--- src/hw/rtl/mlcpd_pkg.sv ---
// Shared constants, codes and types of the LED current regulator.
package mlcpd_pkg;

  localparam int SAMPLES_PER_BLOCK_DEF = 32;
  localparam int LED_CHANNELS_DEF      = 4;
  localparam int ADC_WIDTH_DEF         = 10;

  localparam int GOAL_REGS   = 4;
  localparam int REG_W       = 16;
  localparam int CFG_IDX_W   = 3;
  localparam int MPLIER_W    = 16;
  localparam int CUR_W       = 16;
  localparam int PW_W        = 15;
  localparam int GAIN_DIV_W  = 23;
  localparam int PD_MUL_W    = 26;
  localparam int PD_SHIFT    = 10;

  localparam logic [15:0] SUPPLY_RESET = 16'd50000;
  localparam logic [15:0] PW_LIMIT     = 16'd30000;
  localparam logic [15:0] GAIN_P       = 16'd350;
  localparam logic [15:0] GAIN_D       = 16'd450;
  localparam logic [15:0] AMP_X49      = 16'd49;
  localparam int          SCALE_DIV    = 10;
  localparam int          GAIN_X49     = 49;
  localparam int          THRESH_X49   = 20;
  localparam int          THRESH_X5    = 200;

  localparam logic [CFG_IDX_W-1:0] REG_GOAL0  = 3'd0;
  localparam logic [CFG_IDX_W-1:0] REG_GOAL1  = 3'd1;
  localparam logic [CFG_IDX_W-1:0] REG_GOAL2  = 3'd2;
  localparam logic [CFG_IDX_W-1:0] REG_GOAL3  = 3'd3;
  localparam logic [CFG_IDX_W-1:0] REG_SUPPLY = 3'd4;

  localparam logic [1:0] RNG_X49    = 2'd0;
  localparam logic [1:0] RNG_X5     = 2'd1;
  localparam logic [1:0] RNG_DIRECT = 2'd2;

  localparam logic KIND_SELECT = 1'b0;
  localparam logic KIND_UPDATE = 1'b1;

  localparam logic CMD_START  = 1'b0;
  localparam logic CMD_SAMPLE = 1'b1;

  typedef enum logic [3:0] {
    S_IDLE,
    S_AVG,
    S_VOLT,
    S_SCALE,
    S_GAIN,
    S_ERR,
    S_PTERM,
    S_DTERM,
    S_PUT
  } state_t;

endpackage

--- src/hw/rtl/mlcpd_in_if.sv ---
// Input channel carrying command words and ADC readings.
interface mlcpd_in_if #(
  parameter int ADC_W = mlcpd_pkg::ADC_WIDTH_DEF
);
  logic             valid;
  logic             ready;
  logic             command;
  logic [ADC_W-1:0] adc_value;

  modport source (output valid, output command, output adc_value, input ready);
  modport sink   (input valid, input command, input adc_value, output ready);
endinterface

--- src/hw/rtl/mlcpd_out_if.sv ---
// Result channel carrying range reports and pulse width updates.
interface mlcpd_out_if;
  logic                         valid;
  logic                         ready;
  logic                         kind;
  logic [1:0]                   led_channel;
  logic [1:0]                   amp_range;
  logic [mlcpd_pkg::CUR_W-1:0]  current_ua;
  logic [mlcpd_pkg::PW_W-1:0]   pulse_width;

  modport source (output valid, output kind, output led_channel, output amp_range,
                  output current_ua, output pulse_width, input ready);
  modport sink   (input valid, input kind, input led_channel, input amp_range,
                  input current_ua, input pulse_width, output ready);
endinterface

--- src/hw/rtl/mlcpd_cfg_if.sv ---
// Configuration write channel carrying a register index and write data.
interface mlcpd_cfg_if;
  logic                             valid;
  logic                             ready;
  logic [mlcpd_pkg::CFG_IDX_W-1:0]  index;
  logic [mlcpd_pkg::REG_W-1:0]      data;

  modport source (output valid, output index, output data, input ready);
  modport sink   (input valid, input index, input data, output ready);
endinterface

--- src/hw/rtl/multichannel_led_current_pd_loop.sv ---
// Top level of the multichannel LED current regulator with its serial arithmetic unit.
// A start word's report goes through the S_PUT state into the output register, S_PUT waiting
// while an earlier result is held; a sample word that does not close a block is taken every cycle
// while idle. The closing word's update is built by the serial divider and the shift-add
// multiplier while the input waits; the x49 range adds a division, x5 a multiply and a divide.
// Synchronous reset clears the control state, the goals, the error and pulse width stores.
module multichannel_led_current_pd_loop #(
  parameter int SAMPLES_PER_BLOCK = mlcpd_pkg::SAMPLES_PER_BLOCK_DEF,
  parameter int LED_CHANNELS      = mlcpd_pkg::LED_CHANNELS_DEF,
  parameter int ADC_WIDTH         = mlcpd_pkg::ADC_WIDTH_DEF
) (
  input  logic         clk,
  input  logic         rst_n,
  mlcpd_in_if.sink     in_ch,
  mlcpd_out_if.source  out_ch,
  mlcpd_cfg_if.sink    cfg_ch
);

  localparam int CH_W    = (LED_CHANNELS > 1) ? $clog2(LED_CHANNELS) : 1;
  localparam int CNT_W   = $clog2(SAMPLES_PER_BLOCK);
  localparam int SUM_W   = ADC_WIDTH + $clog2(SAMPLES_PER_BLOCK);
  localparam int DIV_W   = (SUM_W > mlcpd_pkg::GAIN_DIV_W) ? SUM_W : mlcpd_pkg::GAIN_DIV_W;
  localparam int DCNT_W  = $clog2(DIV_W + 1);
  localparam int DIVMAX  = (SAMPLES_PER_BLOCK > mlcpd_pkg::GAIN_X49) ? SAMPLES_PER_BLOCK
                                                                     : mlcpd_pkg::GAIN_X49;
  localparam int REM_W   = $clog2(DIVMAX) + 1;
  localparam int MUL_W   = (mlcpd_pkg::REG_W + ADC_WIDTH > mlcpd_pkg::PD_MUL_W)
                           ? mlcpd_pkg::REG_W + ADC_WIDTH : mlcpd_pkg::PD_MUL_W;
  localparam int UA_W    = mlcpd_pkg::CUR_W + 1;

  mlcpd_pkg::state_t state_r, state_nxt;

  logic [CH_W-1:0]   ch_r, ch_nxt;
  logic [1:0]        rng_r, rng_nxt;
  logic [CNT_W-1:0]  cnt_r, cnt_nxt;
  logic [SUM_W-1:0]  sum_r, sum_nxt;
  logic [15:0]       goal_r [mlcpd_pkg::GOAL_REGS];
  logic [15:0]       goal_nxt [mlcpd_pkg::GOAL_REGS];
  logic [15:0]       supply_r, supply_nxt;
  logic [15:0]       perr_r [LED_CHANNELS];
  logic [15:0]       perr_nxt [LED_CHANNELS];
  logic [mlcpd_pkg::PW_W-1:0] pws_r [LED_CHANNELS];
  logic [mlcpd_pkg::PW_W-1:0] pws_nxt [LED_CHANNELS];

  logic [DIV_W-1:0]  dvd_r, dvd_nxt;
  logic [REM_W-1:0]  rem_r, rem_nxt;
  logic [REM_W-1:0]  dsor_r, dsor_nxt;
  logic [DCNT_W-1:0] dcnt_r, dcnt_nxt;
  logic [MUL_W-1:0]  mcand_r, mcand_nxt;
  logic [MUL_W-1:0]  acc_r, acc_nxt;
  logic [mlcpd_pkg::MPLIER_W-1:0] mplier_r, mplier_nxt;

  logic [15:0]       cur_r, cur_nxt;
  logic [15:0]       err_r, err_nxt;
  logic [15:0]       derr_r, derr_nxt;
  logic [15:0]       pterm_r, pterm_nxt;

  logic              res_kind_r, res_kind_nxt;
  logic [1:0]        res_rng_r, res_rng_nxt;
  logic [15:0]       res_cur_r, res_cur_nxt;
  logic [mlcpd_pkg::PW_W-1:0] res_pw_r, res_pw_nxt;

  logic              out_valid_r, out_valid_nxt;
  logic              out_kind_r, out_kind_nxt;
  logic [1:0]        out_ch_r, out_ch_nxt;
  logic [1:0]        out_rng_r, out_rng_nxt;
  logic [15:0]       out_cur_r, out_cur_nxt;
  logic [mlcpd_pkg::PW_W-1:0] out_pw_r, out_pw_nxt;

  logic              in_fire;
  logic              cfg_fire;
  logic [REM_W-1:0]  trial;
  logic              trial_ge;
  logic [MUL_W-1:0]  mul_sum;
  logic [SUM_W-1:0]  sum_add;
  logic [7:0]        ch_wide;
  logic [15:0]       goal_sel;
  logic [15:0]       volt;
  logic [UA_W-1:0]   ua;
  logic [15:0]       dterm;
  logic [15:0]       pw_new;

  assign in_ch.ready   = (state_r == mlcpd_pkg::S_IDLE);
  assign cfg_ch.ready  = 1'b1;
  assign in_fire       = in_ch.valid && in_ch.ready;
  assign cfg_fire      = cfg_ch.valid && cfg_ch.ready;

  assign out_ch.valid       = out_valid_r;
  assign out_ch.kind        = out_kind_r;
  assign out_ch.led_channel = out_ch_r;
  assign out_ch.amp_range   = out_rng_r;
  assign out_ch.current_ua  = out_cur_r;
  assign out_ch.pulse_width = out_pw_r;

  assign trial    = {rem_r[REM_W-2:0], dvd_r[DIV_W-1]};
  assign trial_ge = (trial >= dsor_r);
  assign mul_sum  = mplier_r[0] ? (acc_r + mcand_r) : acc_r;
  assign sum_add  = sum_r + SUM_W'(in_ch.adc_value);
  assign ch_wide  = 8'(ch_r);
  assign volt     = acc_r[ADC_WIDTH +: 16];
  assign ua       = {volt, 1'b0};
  assign dterm    = acc_r[mlcpd_pkg::PD_SHIFT +: 16];
  assign pw_new   = 16'(pws_r[ch_r]) + pterm_r + dterm;

  always_comb begin
    goal_sel = '0;
    for (int i = 0; i < mlcpd_pkg::GOAL_REGS; i++) begin
      if (32'(ch_r) == 32'(i)) begin
        goal_sel = goal_r[i];
      end
    end
  end

  always_ff @(posedge clk) begin
    if (!rst_n) begin
      state_r     <= mlcpd_pkg::S_IDLE;
      ch_r        <= '0;
      rng_r       <= mlcpd_pkg::RNG_X49;
      cnt_r       <= '0;
      sum_r       <= '0;
      supply_r    <= mlcpd_pkg::SUPPLY_RESET;
      dcnt_r      <= '0;
      out_valid_r <= 1'b0;
      for (int i = 0; i < mlcpd_pkg::GOAL_REGS; i++) begin
        goal_r[i] <= '0;
      end
      for (int i = 0; i < LED_CHANNELS; i++) begin
        perr_r[i] <= '0;
        pws_r[i]  <= '0;
      end
    end else begin
      state_r     <= state_nxt;
      ch_r        <= ch_nxt;
      rng_r       <= rng_nxt;
      cnt_r       <= cnt_nxt;
      sum_r       <= sum_nxt;
      supply_r    <= supply_nxt;
      dcnt_r      <= dcnt_nxt;
      out_valid_r <= out_valid_nxt;
      goal_r      <= goal_nxt;
      perr_r      <= perr_nxt;
      pws_r       <= pws_nxt;
    end
  end

  always_ff @(posedge clk) begin
    dvd_r      <= dvd_nxt;
    rem_r      <= rem_nxt;
    dsor_r     <= dsor_nxt;
    mcand_r    <= mcand_nxt;
    acc_r      <= acc_nxt;
    mplier_r   <= mplier_nxt;
    cur_r      <= cur_nxt;
    err_r      <= err_nxt;
    derr_r     <= derr_nxt;
    pterm_r    <= pterm_nxt;
    res_kind_r <= res_kind_nxt;
    res_rng_r  <= res_rng_nxt;
    res_cur_r  <= res_cur_nxt;
    res_pw_r   <= res_pw_nxt;
    out_kind_r <= out_kind_nxt;
    out_ch_r   <= out_ch_nxt;
    out_rng_r  <= out_rng_nxt;
    out_cur_r  <= out_cur_nxt;
    out_pw_r   <= out_pw_nxt;
  end

  always_comb begin
    goal_nxt   = goal_r;
    supply_nxt = supply_r;
    if (cfg_fire) begin
      unique case (cfg_ch.index)
        mlcpd_pkg::REG_GOAL0:  goal_nxt[0] = cfg_ch.data;
        mlcpd_pkg::REG_GOAL1:  goal_nxt[1] = cfg_ch.data;
        mlcpd_pkg::REG_GOAL2:  goal_nxt[2] = cfg_ch.data;
        mlcpd_pkg::REG_GOAL3:  goal_nxt[3] = cfg_ch.data;
        mlcpd_pkg::REG_SUPPLY: supply_nxt  = cfg_ch.data;
        default: ;
      endcase
    end
  end

  always_comb begin
    state_nxt     = state_r;
    ch_nxt        = ch_r;
    rng_nxt       = rng_r;
    cnt_nxt       = cnt_r;
    sum_nxt       = sum_r;
    perr_nxt      = perr_r;
    pws_nxt       = pws_r;
    dvd_nxt       = dvd_r;
    rem_nxt       = rem_r;
    dsor_nxt      = dsor_r;
    dcnt_nxt      = dcnt_r;
    mcand_nxt     = mcand_r;
    acc_nxt       = acc_r;
    mplier_nxt    = mplier_r;
    cur_nxt       = cur_r;
    err_nxt       = err_r;
    derr_nxt      = derr_r;
    pterm_nxt     = pterm_r;
    res_kind_nxt  = res_kind_r;
    res_rng_nxt   = res_rng_r;
    res_cur_nxt   = res_cur_r;
    res_pw_nxt    = res_pw_r;
    out_valid_nxt = out_valid_r && !out_ch.ready;
    out_kind_nxt  = out_kind_r;
    out_ch_nxt    = out_ch_r;
    out_rng_nxt   = out_rng_r;
    out_cur_nxt   = out_cur_r;
    out_pw_nxt    = out_pw_r;

    if ((state_r == mlcpd_pkg::S_AVG || state_r == mlcpd_pkg::S_GAIN) && dcnt_r != '0) begin
      rem_nxt  = trial_ge ? (trial - dsor_r) : trial;
      dvd_nxt  = {dvd_r[DIV_W-2:0], trial_ge};
      dcnt_nxt = dcnt_r - 1'b1;
    end
    if ((state_r == mlcpd_pkg::S_VOLT || state_r == mlcpd_pkg::S_SCALE ||
         state_r == mlcpd_pkg::S_PTERM || state_r == mlcpd_pkg::S_DTERM) &&
        mplier_r != '0) begin
      acc_nxt    = mul_sum;
      mcand_nxt  = {mcand_r[MUL_W-2:0], 1'b0};
      mplier_nxt = {1'b0, mplier_r[mlcpd_pkg::MPLIER_W-1:1]};
    end

    unique case (state_r)
      mlcpd_pkg::S_IDLE: begin
        if (in_fire) begin
          if (in_ch.command == mlcpd_pkg::CMD_START) begin
            ch_nxt = (32'(ch_r) == LED_CHANNELS - 1) ? '0 : ch_r + 1'b1;
            if (in_ch.adc_value < ADC_WIDTH'(mlcpd_pkg::THRESH_X49)) begin
              rng_nxt = mlcpd_pkg::RNG_X49;
            end else if (in_ch.adc_value < ADC_WIDTH'(mlcpd_pkg::THRESH_X5)) begin
              rng_nxt = mlcpd_pkg::RNG_X5;
            end else begin
              rng_nxt = mlcpd_pkg::RNG_DIRECT;
            end
            cnt_nxt      = '0;
            sum_nxt      = '0;
            res_kind_nxt = mlcpd_pkg::KIND_SELECT;
            res_rng_nxt  = rng_nxt;
            res_cur_nxt  = '0;
            res_pw_nxt   = '0;
            state_nxt    = mlcpd_pkg::S_PUT;
          end else if (32'(cnt_r) == SAMPLES_PER_BLOCK - 1) begin
            cnt_nxt   = '0;
            sum_nxt   = '0;
            dvd_nxt   = DIV_W'(sum_add);
            rem_nxt   = '0;
            dsor_nxt  = REM_W'(SAMPLES_PER_BLOCK);
            dcnt_nxt  = DCNT_W'(DIV_W);
            state_nxt = mlcpd_pkg::S_AVG;
          end else begin
            cnt_nxt = cnt_r + 1'b1;
            sum_nxt = sum_add;
          end
        end
      end
      mlcpd_pkg::S_AVG: begin
        if (dcnt_r == '0) begin
          mcand_nxt  = MUL_W'(dvd_r[ADC_WIDTH-1:0]);
          mplier_nxt = supply_r;
          acc_nxt    = '0;
          state_nxt  = mlcpd_pkg::S_VOLT;
        end
      end
      mlcpd_pkg::S_VOLT: begin
        if (mplier_r == '0) begin
          case (rng_r)
            mlcpd_pkg::RNG_X49: begin
              dvd_nxt   = DIV_W'(ua);
              rem_nxt   = '0;
              dsor_nxt  = REM_W'(mlcpd_pkg::GAIN_X49);
              dcnt_nxt  = DCNT_W'(DIV_W);
              state_nxt = mlcpd_pkg::S_GAIN;
            end
            mlcpd_pkg::RNG_X5: begin
              mcand_nxt  = MUL_W'(ua);
              mplier_nxt = mlcpd_pkg::AMP_X49;
              acc_nxt    = '0;
              state_nxt  = mlcpd_pkg::S_SCALE;
            end
            default: begin
              cur_nxt   = ua[15:0];
              state_nxt = mlcpd_pkg::S_ERR;
            end
          endcase
        end
      end
      mlcpd_pkg::S_SCALE: begin
        if (mplier_r == '0) begin
          dvd_nxt   = DIV_W'(acc_r[mlcpd_pkg::GAIN_DIV_W-1:0]);
          rem_nxt   = '0;
          dsor_nxt  = REM_W'(mlcpd_pkg::SCALE_DIV);
          dcnt_nxt  = DCNT_W'(DIV_W);
          state_nxt = mlcpd_pkg::S_GAIN;
        end
      end
      mlcpd_pkg::S_GAIN: begin
        if (dcnt_r == '0) begin
          cur_nxt   = dvd_r[15:0];
          state_nxt = mlcpd_pkg::S_ERR;
        end
      end
      mlcpd_pkg::S_ERR: begin
        err_nxt    = goal_sel - cur_r;
        derr_nxt   = err_nxt - perr_r[ch_r];
        mcand_nxt  = {{(MUL_W-16){err_nxt[15]}}, err_nxt};
        mplier_nxt = mlcpd_pkg::GAIN_P;
        acc_nxt    = '0;
        state_nxt  = mlcpd_pkg::S_PTERM;
      end
      mlcpd_pkg::S_PTERM: begin
        if (mplier_r == '0) begin
          pterm_nxt  = acc_r[mlcpd_pkg::PD_SHIFT +: 16];
          mcand_nxt  = {{(MUL_W-16){derr_r[15]}}, derr_r};
          mplier_nxt = mlcpd_pkg::GAIN_D;
          acc_nxt    = '0;
          state_nxt  = mlcpd_pkg::S_DTERM;
        end
      end
      mlcpd_pkg::S_DTERM: begin
        if (mplier_r == '0) begin
          perr_nxt[ch_r] = err_r;
          pws_nxt[ch_r]  = (pw_new > mlcpd_pkg::PW_LIMIT) ? '0 : pw_new[mlcpd_pkg::PW_W-1:0];
          res_kind_nxt   = mlcpd_pkg::KIND_UPDATE;
          res_rng_nxt    = rng_r;
          res_cur_nxt    = cur_r;
          res_pw_nxt     = pws_nxt[ch_r];
          state_nxt      = mlcpd_pkg::S_PUT;
        end
      end
      mlcpd_pkg::S_PUT: begin
        if (!out_valid_r || out_ch.ready) begin
          out_valid_nxt = 1'b1;
          out_kind_nxt  = res_kind_r;
          out_ch_nxt    = ch_wide[1:0];
          out_rng_nxt   = res_rng_r;
          out_cur_nxt   = res_cur_r;
          out_pw_nxt    = res_pw_r;
          state_nxt     = mlcpd_pkg::S_IDLE;
        end
      end
      default: state_nxt = mlcpd_pkg::S_IDLE;
    endcase
  end

`ifndef SYNTHESIS
  a_start_reports: assert property (@(posedge clk) disable iff (!rst_n)
    (in_fire && in_ch.command == mlcpd_pkg::CMD_START) |=> (state_r == mlcpd_pkg::S_PUT))
    else $error("start word did not lead to a report");

  a_block_starts: assert property (@(posedge clk) disable iff (!rst_n)
    (in_fire && in_ch.command == mlcpd_pkg::CMD_SAMPLE &&
     32'(cnt_r) == SAMPLES_PER_BLOCK - 1)
    |=> (state_r == mlcpd_pkg::S_AVG && cnt_r == '0 && sum_r == '0))
    else $error("completed block did not start the conversion");

  a_count_bound: assert property (@(posedge clk) disable iff (!rst_n)
    32'(cnt_r) < SAMPLES_PER_BLOCK)
    else $error("sample count beyond block length");

  a_divider_idle: assert property (@(posedge clk) disable iff (!rst_n)
    (state_r == mlcpd_pkg::S_IDLE) |-> (dcnt_r == '0))
    else $error("divider still running while idle");

  a_pw_limit: assert property (@(posedge clk) disable iff (!rst_n)
    (out_valid_r && out_kind_r == mlcpd_pkg::KIND_UPDATE)
    |-> (16'(out_pw_r) <= mlcpd_pkg::PW_LIMIT))
    else $error("pulse width above limit");
`endif

endmodule

--- src/flat_wrapper.sv ---
// flat-port wrapper written by rule: the top's interface ports become plain ports
module multichannel_led_current_pd_loop_flat 
#(
  parameter int SAMPLES_PER_BLOCK = mlcpd_pkg::SAMPLES_PER_BLOCK_DEF,
  parameter int LED_CHANNELS      = mlcpd_pkg::LED_CHANNELS_DEF,
  parameter int ADC_WIDTH         = mlcpd_pkg::ADC_WIDTH_DEF
)
  (clk, rst_n, in_ch_valid, in_ch_command, in_ch_adc_value, in_ch_ready, out_ch_valid, out_ch_kind, out_ch_led_channel, out_ch_amp_range, out_ch_current_ua, out_ch_pulse_width, out_ch_ready, cfg_ch_valid, cfg_ch_index, cfg_ch_data, cfg_ch_ready);
  mlcpd_in_if #(.ADC_W((mlcpd_pkg::ADC_WIDTH_DEF))) in_ch_i ();
  mlcpd_out_if out_ch_i ();
  mlcpd_cfg_if cfg_ch_i ();
  input  logic clk;
  input  logic rst_n;
  input wire logic [$bits(in_ch_i.valid)-1:0] in_ch_valid;
  input wire logic [$bits(in_ch_i.command)-1:0] in_ch_command;
  input wire logic [$bits(in_ch_i.adc_value)-1:0] in_ch_adc_value;
  output wire logic [$bits(in_ch_i.ready)-1:0] in_ch_ready;
  output wire logic [$bits(out_ch_i.valid)-1:0] out_ch_valid;
  output wire logic [$bits(out_ch_i.kind)-1:0] out_ch_kind;
  output wire logic [$bits(out_ch_i.led_channel)-1:0] out_ch_led_channel;
  output wire logic [$bits(out_ch_i.amp_range)-1:0] out_ch_amp_range;
  output wire logic [$bits(out_ch_i.current_ua)-1:0] out_ch_current_ua;
  output wire logic [$bits(out_ch_i.pulse_width)-1:0] out_ch_pulse_width;
  input wire logic [$bits(out_ch_i.ready)-1:0] out_ch_ready;
  input wire logic [$bits(cfg_ch_i.valid)-1:0] cfg_ch_valid;
  input wire logic [$bits(cfg_ch_i.index)-1:0] cfg_ch_index;
  input wire logic [$bits(cfg_ch_i.data)-1:0] cfg_ch_data;
  output wire logic [$bits(cfg_ch_i.ready)-1:0] cfg_ch_ready;
  assign in_ch_i.valid = in_ch_valid;
  assign in_ch_i.command = in_ch_command;
  assign in_ch_i.adc_value = in_ch_adc_value;
  assign in_ch_ready = in_ch_i.ready;
  assign out_ch_valid = out_ch_i.valid;
  assign out_ch_kind = out_ch_i.kind;
  assign out_ch_led_channel = out_ch_i.led_channel;
  assign out_ch_amp_range = out_ch_i.amp_range;
  assign out_ch_current_ua = out_ch_i.current_ua;
  assign out_ch_pulse_width = out_ch_i.pulse_width;
  assign out_ch_i.ready = out_ch_ready;
  assign cfg_ch_i.valid = cfg_ch_valid;
  assign cfg_ch_i.index = cfg_ch_index;
  assign cfg_ch_i.data = cfg_ch_data;
  assign cfg_ch_ready = cfg_ch_i.ready;
  multichannel_led_current_pd_loop #(.SAMPLES_PER_BLOCK(SAMPLES_PER_BLOCK), .LED_CHANNELS(LED_CHANNELS), .ADC_WIDTH(ADC_WIDTH)) u_core (.clk(clk), .rst_n(rst_n), .in_ch(in_ch_i), .out_ch(out_ch_i), .cfg_ch(cfg_ch_i));
endmodule
--- config.mk ---
export PLATFORM = sky130hd
export DESIGN_NAME = multichannel_led_current_pd_loop_flat
export DESIGN_NICKNAME = d
export VERILOG_FILES = /design/src/hw/rtl/mlcpd_pkg.sv /design/src/hw/rtl/mlcpd_in_if.sv /design/src/hw/rtl/mlcpd_out_if.sv /design/src/hw/rtl/mlcpd_cfg_if.sv /design/src/hw/rtl/multichannel_led_current_pd_loop.sv /design/src/flat_wrapper.sv
export SDC_FILE = /design/constraint.sdc
export NUM_CORES = 1
export LEC_CHECK = 0
export BUFFER_PORTS_ARGS = -buffer_cell sky130_fd_sc_hd__buf_2
export CAP_MARGIN = 25
export CELL_PAD_IN_SITES_DETAIL_PLACEMENT = 1
export CELL_PAD_IN_SITES_GLOBAL_PLACEMENT = 2
export CORE_MARGIN = 4
export CORE_UTILIZATION = 40
export CTS_BUF_LIST = sky130_fd_sc_hd__clkbuf_16
export CTS_CLUSTER_SIZE = 10
export DETAILED_ROUTE_END_ITERATION = 8
export PLACE_DENSITY_LB_ADDON = 0.05
export SYNTH_ARGS = -nofsm -noshare
export SYNTH_HDL_FRONTEND = slang
export SYNTH_SLANG_ARGS = --single-unit
--- constraint.sdc ---
create_clock -name clk -period 6.8 [get_ports clk]
set_input_delay 1.36 -clock clk [delete_from_list [all_inputs] [get_ports clk]]
set_output_delay 1.36 -clock clk [all_outputs]
set_load 0.01 [all_outputs]
# == After elaboration in Yosys (flattened, before gate mapping) ==
# Index checks and enable logic that the tools add are counted.
# op_classes
mux,112
addsub,10
reduce_logical,38
n_lt_le_gt_ge,6
bitwise,2
eq_ne,31
# op_table
operator,count
two-way mux 16 bit,18
two-way mux 26 bit,11
case mux 26 bit (4 select lines),2
two-way mux 15 bit,11
two-way mux 23 bit,7
two-way mux 7 bit,14
case mux 23 bit (3 select lines),1
bitwise mux 64 bit,1
case mux 16 bit (2 select lines),2
case mux 16 bit (4 select lines),1
binary-select mux 15 bit (select 2 bit),2
bitwise mux 60 bit,1
two-way mux 5 bit,9
case mux 7 bit (3 select lines),2
two-way mux 4 bit,10
case mux 4 bit (9 select lines),1
binary-select mux 16 bit (select 2 bit),1
demux 16 bit (select 2 bit),1
subtractor 16 bit,2
demux 15 bit (select 2 bit),1
case mux 15 bit (2 select lines),1
adder 26 bit,1
"!= test 2 bit, second input constant",12
AND reduction 2 bit,9
50 further kinds,78
# word_totals
input_bits,35
wordCells,238
reg_bits,477

# == Depth between registers and ports, before layout ==
# depth
word_depth,14
depth_mapped,27
mapped_depth_nobuf,25

# == Least setup slack after synthesis ==
# OpenSTA, ideal clock, no wires.
# synth_timing
path_kind,register to register
start,register u_core.ch_r[0]
end,"register u_core.derr_r[14], data pin"
t_required_ps,6642
setup_ps,158
arrival_ps,5314
setup_slack_ps,1328
path_buffers,4
period_less_slack_ps,5472
path_stages_with_launch,25
cell_sequence,dfxtp_1 -> inv_1 -> clkbuf_1 -> ha_1 -> clkbuf_1 -> buf_1 -> buf_1 -> a21oi_1 -> nor2_1 -> a21oi_1 -> ha_1 -> fa_1 -> nor2b_1 -> o21ai_0 -> a21boi_0 -> o21ai_0 -> a21oi_1 -> xor2_1 -> ha_1 -> and3_1 -> a21oi_1 -> o21ai_0 -> o41ai_2 -> or4b_2 -> o211ai_1
# synth_between
elab_chain_cells,7
# synth_lines
element,line,text
"start, declared",multichannel_led_current_pd_loop.sv:33,"logic [CH_W-1:0] ch_r, ch_nxt;"
"start signal, assigned",multichannel_led_current_pd_loop.sv:133,ch_r <= ch_nxt;
zero test 2 bit,multichannel_led_current_pd_loop.sv:108,if (32'(ch_r) == 32'(i)) begin
two-way mux 16 bit (4 in series),multichannel_led_current_pd_loop.sv:108,
subtractor 16 bit,multichannel_led_current_pd_loop.sv:306,err_nxt = goal_sel - cur_r;
subtractor 16 bit (*),multichannel_led_current_pd_loop.sv:307,derr_nxt = err_nxt - perr_r[ch_r];
"end signal, assigned",multichannel_led_current_pd_loop.sv:155,derr_r <= derr_nxt;
"end, declared",multichannel_led_current_pd_loop.sv:55,"logic [15:0] derr_r, derr_nxt;"
# Every way passes the cells marked *; elsewhere a longest branch is shown, timed or not. The select of a mux whose other input is x is not followed.
# A chain may end at the register's enable or synchronous reset.

# == Final worst setup path ==
# layout_timing
start,register u_core.ch_r[0]
end,"register u_core.res_pw_r[5] in the netlist's numbering, data pin"
# layout_between
elab_chain_cells,14
# layout_lines
element,line,text
NOT 2 -> 3 bit (*),"multichannel_led_current_pd_loop.sv:103, multichannel_led_current_pd_loop.sv:325, multichannel_led_current_pd_loop.sv:329",
binary-select mux 15 bit (select 2 bit),multichannel_led_current_pd_loop.sv:103,assign pw_new = 16'(pws_r[ch_r]) + pterm_r + dterm;
two-way mux 15 bit (not written as such) (2 in series),multichannel_led_current_pd_loop.sv:103,
adder 15 x 16 -> 16 bit,multichannel_led_current_pd_loop.sv:103,
adder 16 bit,multichannel_led_current_pd_loop.sv:103,
greater-than comparator 16 x 15 -> 1 bit,multichannel_led_current_pd_loop.sv:325,pws_nxt[ch_r] = (pw_new > mlcpd_pkg::PW_LIMIT) ? '0 : pw_new[mlcpd_pkg::PW_W-1:0];
two-way mux 15 bit,multichannel_led_current_pd_loop.sv:325,
bitwise mux 60 bit,multichannel_led_current_pd_loop.sv:325,
binary-select mux 15 bit (select 2 bit) (*),multichannel_led_current_pd_loop.sv:329,res_pw_nxt = pws_nxt[ch_r];
two-way mux 15 bit (not written as such) (*) (2 in series),multichannel_led_current_pd_loop.sv:329,
two-way mux 15 bit (*),multichannel_led_current_pd_loop.sv:323,if (mplier_r == '0) begin
case mux 15 bit (2 select lines) (*),multichannel_led_current_pd_loop.sv:226,unique case (state_r)
"end signal, assigned",multichannel_led_current_pd_loop.sv:160,res_pw_r <= res_pw_nxt;
"end, declared",multichannel_led_current_pd_loop.sv:61,"logic [mlcpd_pkg::PW_W-1:0] res_pw_r, res_pw_nxt;"
# Marks and branches as above.

==> flow_summary.ini <==
[run_status]
outcome = completed

[logic_synthesis]
synth.avg_cell_area_um2 = 9.073
synth_cells = 2716
synth-edff-count = 137
synth_top_area_share_pct = 27.22
ys_seq_elements = 472
synthArstFlopShare_pct = 0
ys_seq_area_share_pct = 43.91
synth_top_flop_cell = dfxtp_1
yosysWarnings = 0
synth_nets = 2863
synth.cell_area_um2 = 24640
yosysTopAreaCell = dfxtp_1
ys_top_cells_by_area = dfxtp_1, edfxtp_1, nand2_1
yosysUniqueCellTypes = 92

[cells_and_area]
area_delta_synth_final_pct = 12.05
nets = 2896
n_fill_cell = 6975
drive_gt1_share_pct = 10.21
stdcell_count = 3575

[timing]
final_hold_viol_count = 0
slew_headroom_pct = 28.89
fin_setup_tns_ns = 0
max_freq_mhz = 170.6
final_max_slew_viol_count = 0
fin_crit_sh_pct = 86.18
rsz0062_at_grt = no
worstMarginPinSlew_ns = 1.067
min_period_ns = 5.861
skew_ns = 0.02000
setup_viol = 0

[worst_setup_path]
path_delay_family = compound AO/OA/AOI/OAI gates
end_kind = flip-flop
worstReg2RegEnd = u_core.res_pw_r[5]
worstSetupStartpointType = flip-flop
rrSetupSlack_ns = 0.94
crit_type = reg2reg
arrival_ns = 6.30
cp_max_fo = 68
path_cells = buf_4, mux4_2, fa_1, ha_1, fa_1, a211oi_2, o21ai_0, a21o_1, a221oi_1, o221ai_1, a31oi_2, buf_4, or3b_4, a2111oi_4
cpPeakStageDelay_ns = 0.71
r2r_start = u_core.ch_r[0]
worst_ep_required_time_ns = 7.24
reg2reg_depth = 14
crit_slowest_cell = buf_4
cp.buffers_inverters = 2

[floorplan]
die_area_um2 = 65640
chipHeight_um = 256.2
rows = 90
die_w_um = 256.2
coreArea_um2 = 60700
initial_core_util_pct = 40.60
io_pins = 74

[place]
dp_hpwl_um = 62590
dp_cells = 3470
finalWeightedCongestion = 0.8836
port_buffers = 72

[route]
wirelength_um = 86330
vias = 20678
wl_per_cell_um = 24.15
first_iter_violations = 1279
drc_errors = 0
via_per_inst = 5.784
antenna_left = 0
first_pass_iters = 6

[clocking]
cts_tree = done
clockBufferDepth = 3
clkTransAtPathRegs_ns = 0.06
numCtsBuffers = 57
cts_sinks = 472
clockRootBuffer = clkbuf_16
cts_hold_buf = 0
cts_max_level = 2
cts_resized = 0
post_cts_buffers = 0
insertion_delay_ns = 0.63

[worst_hold_path]
whs_path_depth = 0
min_from = u_core.res_cur_r[9]
hold_path_class = reg2reg
hold_end = u_core.out_ch.current_ua[9]

[power]
max-vdd-ir-drop_mv = 0.2607
powerDensity_nw_per_um2 = 292.9
power_leakage_nw = 10.21

[global_route]
grtUsageTotal_pct = 25.76
grt_max_degree = 153
first_global_vias = 21283
top_usage_layer = met2
grt_first_pass_wirelength_um = 131600
antenna_found_initial = 8
gr-usage-met3_pct = 4.342
grt-ovfl-total = 0
grt.met1_usage_pct = 32.98
gr-usage-met2_pct = 43.90

[run]
maxCapViolCount = 0
==> kinds of logic after synthesis <==
family,Yosys count,share of synthesized area (%)
simple gates,982,17.53
compound gates,738,20.36
flops,472,43.91
buf+inv,237,3.681
fa+ha+maj,112,6.327
mux,104,5.687
xor+xnor,70,2.488
other cells,1,0.01522
==> synth_stat cells, types with 38 or more instances <==
master,number
dfxtp_1,335
nor2_1,140
edfxtp_1,137
o21ai_0,162
a21boi_0,166
mux2i_1,59
and2_1,56
and3_1,38
inv_1,78
nand2_1,572
clkbuf_1,132
a21oi_1,141
ha_1,91
nor3_1,39
xnor2_1,50
==> per-stage QoR <==
| stage | power, W | cell area [µm²] | util, % | setup slack [ns] | hold WS [ns] |
|---|---|---|---|---|---|
| 2_1_floorplan | 0.004681 | 24640 | - | 1.328 | 0.4003 |
| 4_1_cts | 0.008150 | 27570 | 45.43 | 0.9702 | 0.4118 |
| 6_report | 0.008088 | 27610 | 45.49 | 0.9395 | 0.4114 |
| 3_3_place_gp | 0.005293 | 25860 | 42.60 | 1.068 | 0.4054 |
| 3_5_place_dp | 0.005354 | 25910 | 42.69 | 1.017 | 0.4052 |
| 5_1_grt | 0.008491 | 27610 | 45.48 | 0.5496 | 0.4236 |
==> how the worst max path moves through the flow <==
| stage | startpoint | to | slack, ns | depth (start not counted) |
|---|---|---|---|---|
| floorplan | u_core.ch_r[0] | u_core.derr_r[14] | 1.33 | 24 |
| finish | u_core.ch_r[0] | u_core.res_pw_r[5] | 0.94 | 14 |
| CTS | u_core.ch_r[0] | u_core.res_pw_r[5] | 0.97 | 14 |
| global placement | u_core.ch_r[0] | u_core.res_pw_r[5] | 1.07 | 14 |
| global route | u_core.ch_r[0] | u_core.res_pw_r[5] | 0.55 | 14 |
| detailed placement | u_core.ch_r[0] | u_core.res_pw_r[5] | 1.02 | 14 |
==> sequential cells by signal (all words and copies together), names as in the netlist, 23 cells and up <==
register / cells
u_core.pws_r: 60
u_core.mcand_r: 26
u_core.dvd_r: 23
u_core.acc_r: 26
u_core.goal_r: 64
u_core.perr_r: 64
==> report_power, final <==
part	internal (W)	total (W)	switching, W
combinational	0.000682	0.00189	0.00121
sequential	0.00320	0.00342	0.000226
clock	0.00156	0.00277	0.00121
total	0.00544	0.00809	0.00265
==> cells in the final DEF, fill, tap and decap left out, types with 15 or more instances in the layout <==
cell	Yosys	layout
a211oi_1	33	33
a21boi_0	166	166
a21o_1	26	26
a21oi_1	141	139
and2_1	56	56
and3_1	38	38
buf_2	11	71
buf_4	1	54
clkbuf_16	0	60
dfxtp_1	335	333
edfxtp_1	137	137
fa_1	21	21
ha_1	91	89
inv_1	78	102
mux2_2	18	18
mux2i_1	59	59
mux4_2	27	27
nand2_1	572	572
nand2b_1	15	15
nand3_1	34	34
nor2_1	140	140
nor2b_1	28	26
nor3_1	39	35
o211ai_1	20	20
o21a_1	17	17
o21ai_0	162	162
xnor2_1	50	50
xor2_1	20	20
==> final cells by class <==
| type | instances | area, µm² | area share (%) |
|---|---|---|---|
| Antenna cell | 2 | 5.005 | 0.01813 |
| Clock buffer | 60 | 1501 | 5.438 |
| Clock inverter | 41 | 161.4 | 0.5846 |
| Inverter | 79 | 296.5 | 1.074 |
| Multi-Input combinational cell | 2007 | 12990 | 47.03 |
| Sequential cell | 472 | 10830 | 39.21 |
| Tap cell | 782 | 978.4 | 3.544 |
| Timing Repair Buffer | 132 | 857.1 | 3.104 |
==> per-layer routing <==
| layer | vias to the layer above | share of wire (%) |
|---|---|---|
| li1 | 9732 | - |
| met1 | 10302 | 43 |
| met3 | 159 | 5.5 |
| met5 | - | 0.035 |
| met2 | 479 | 48 |
| met4 | 6 | 3.7 |
Note: power is estimated with default switching activity, not from simulation.
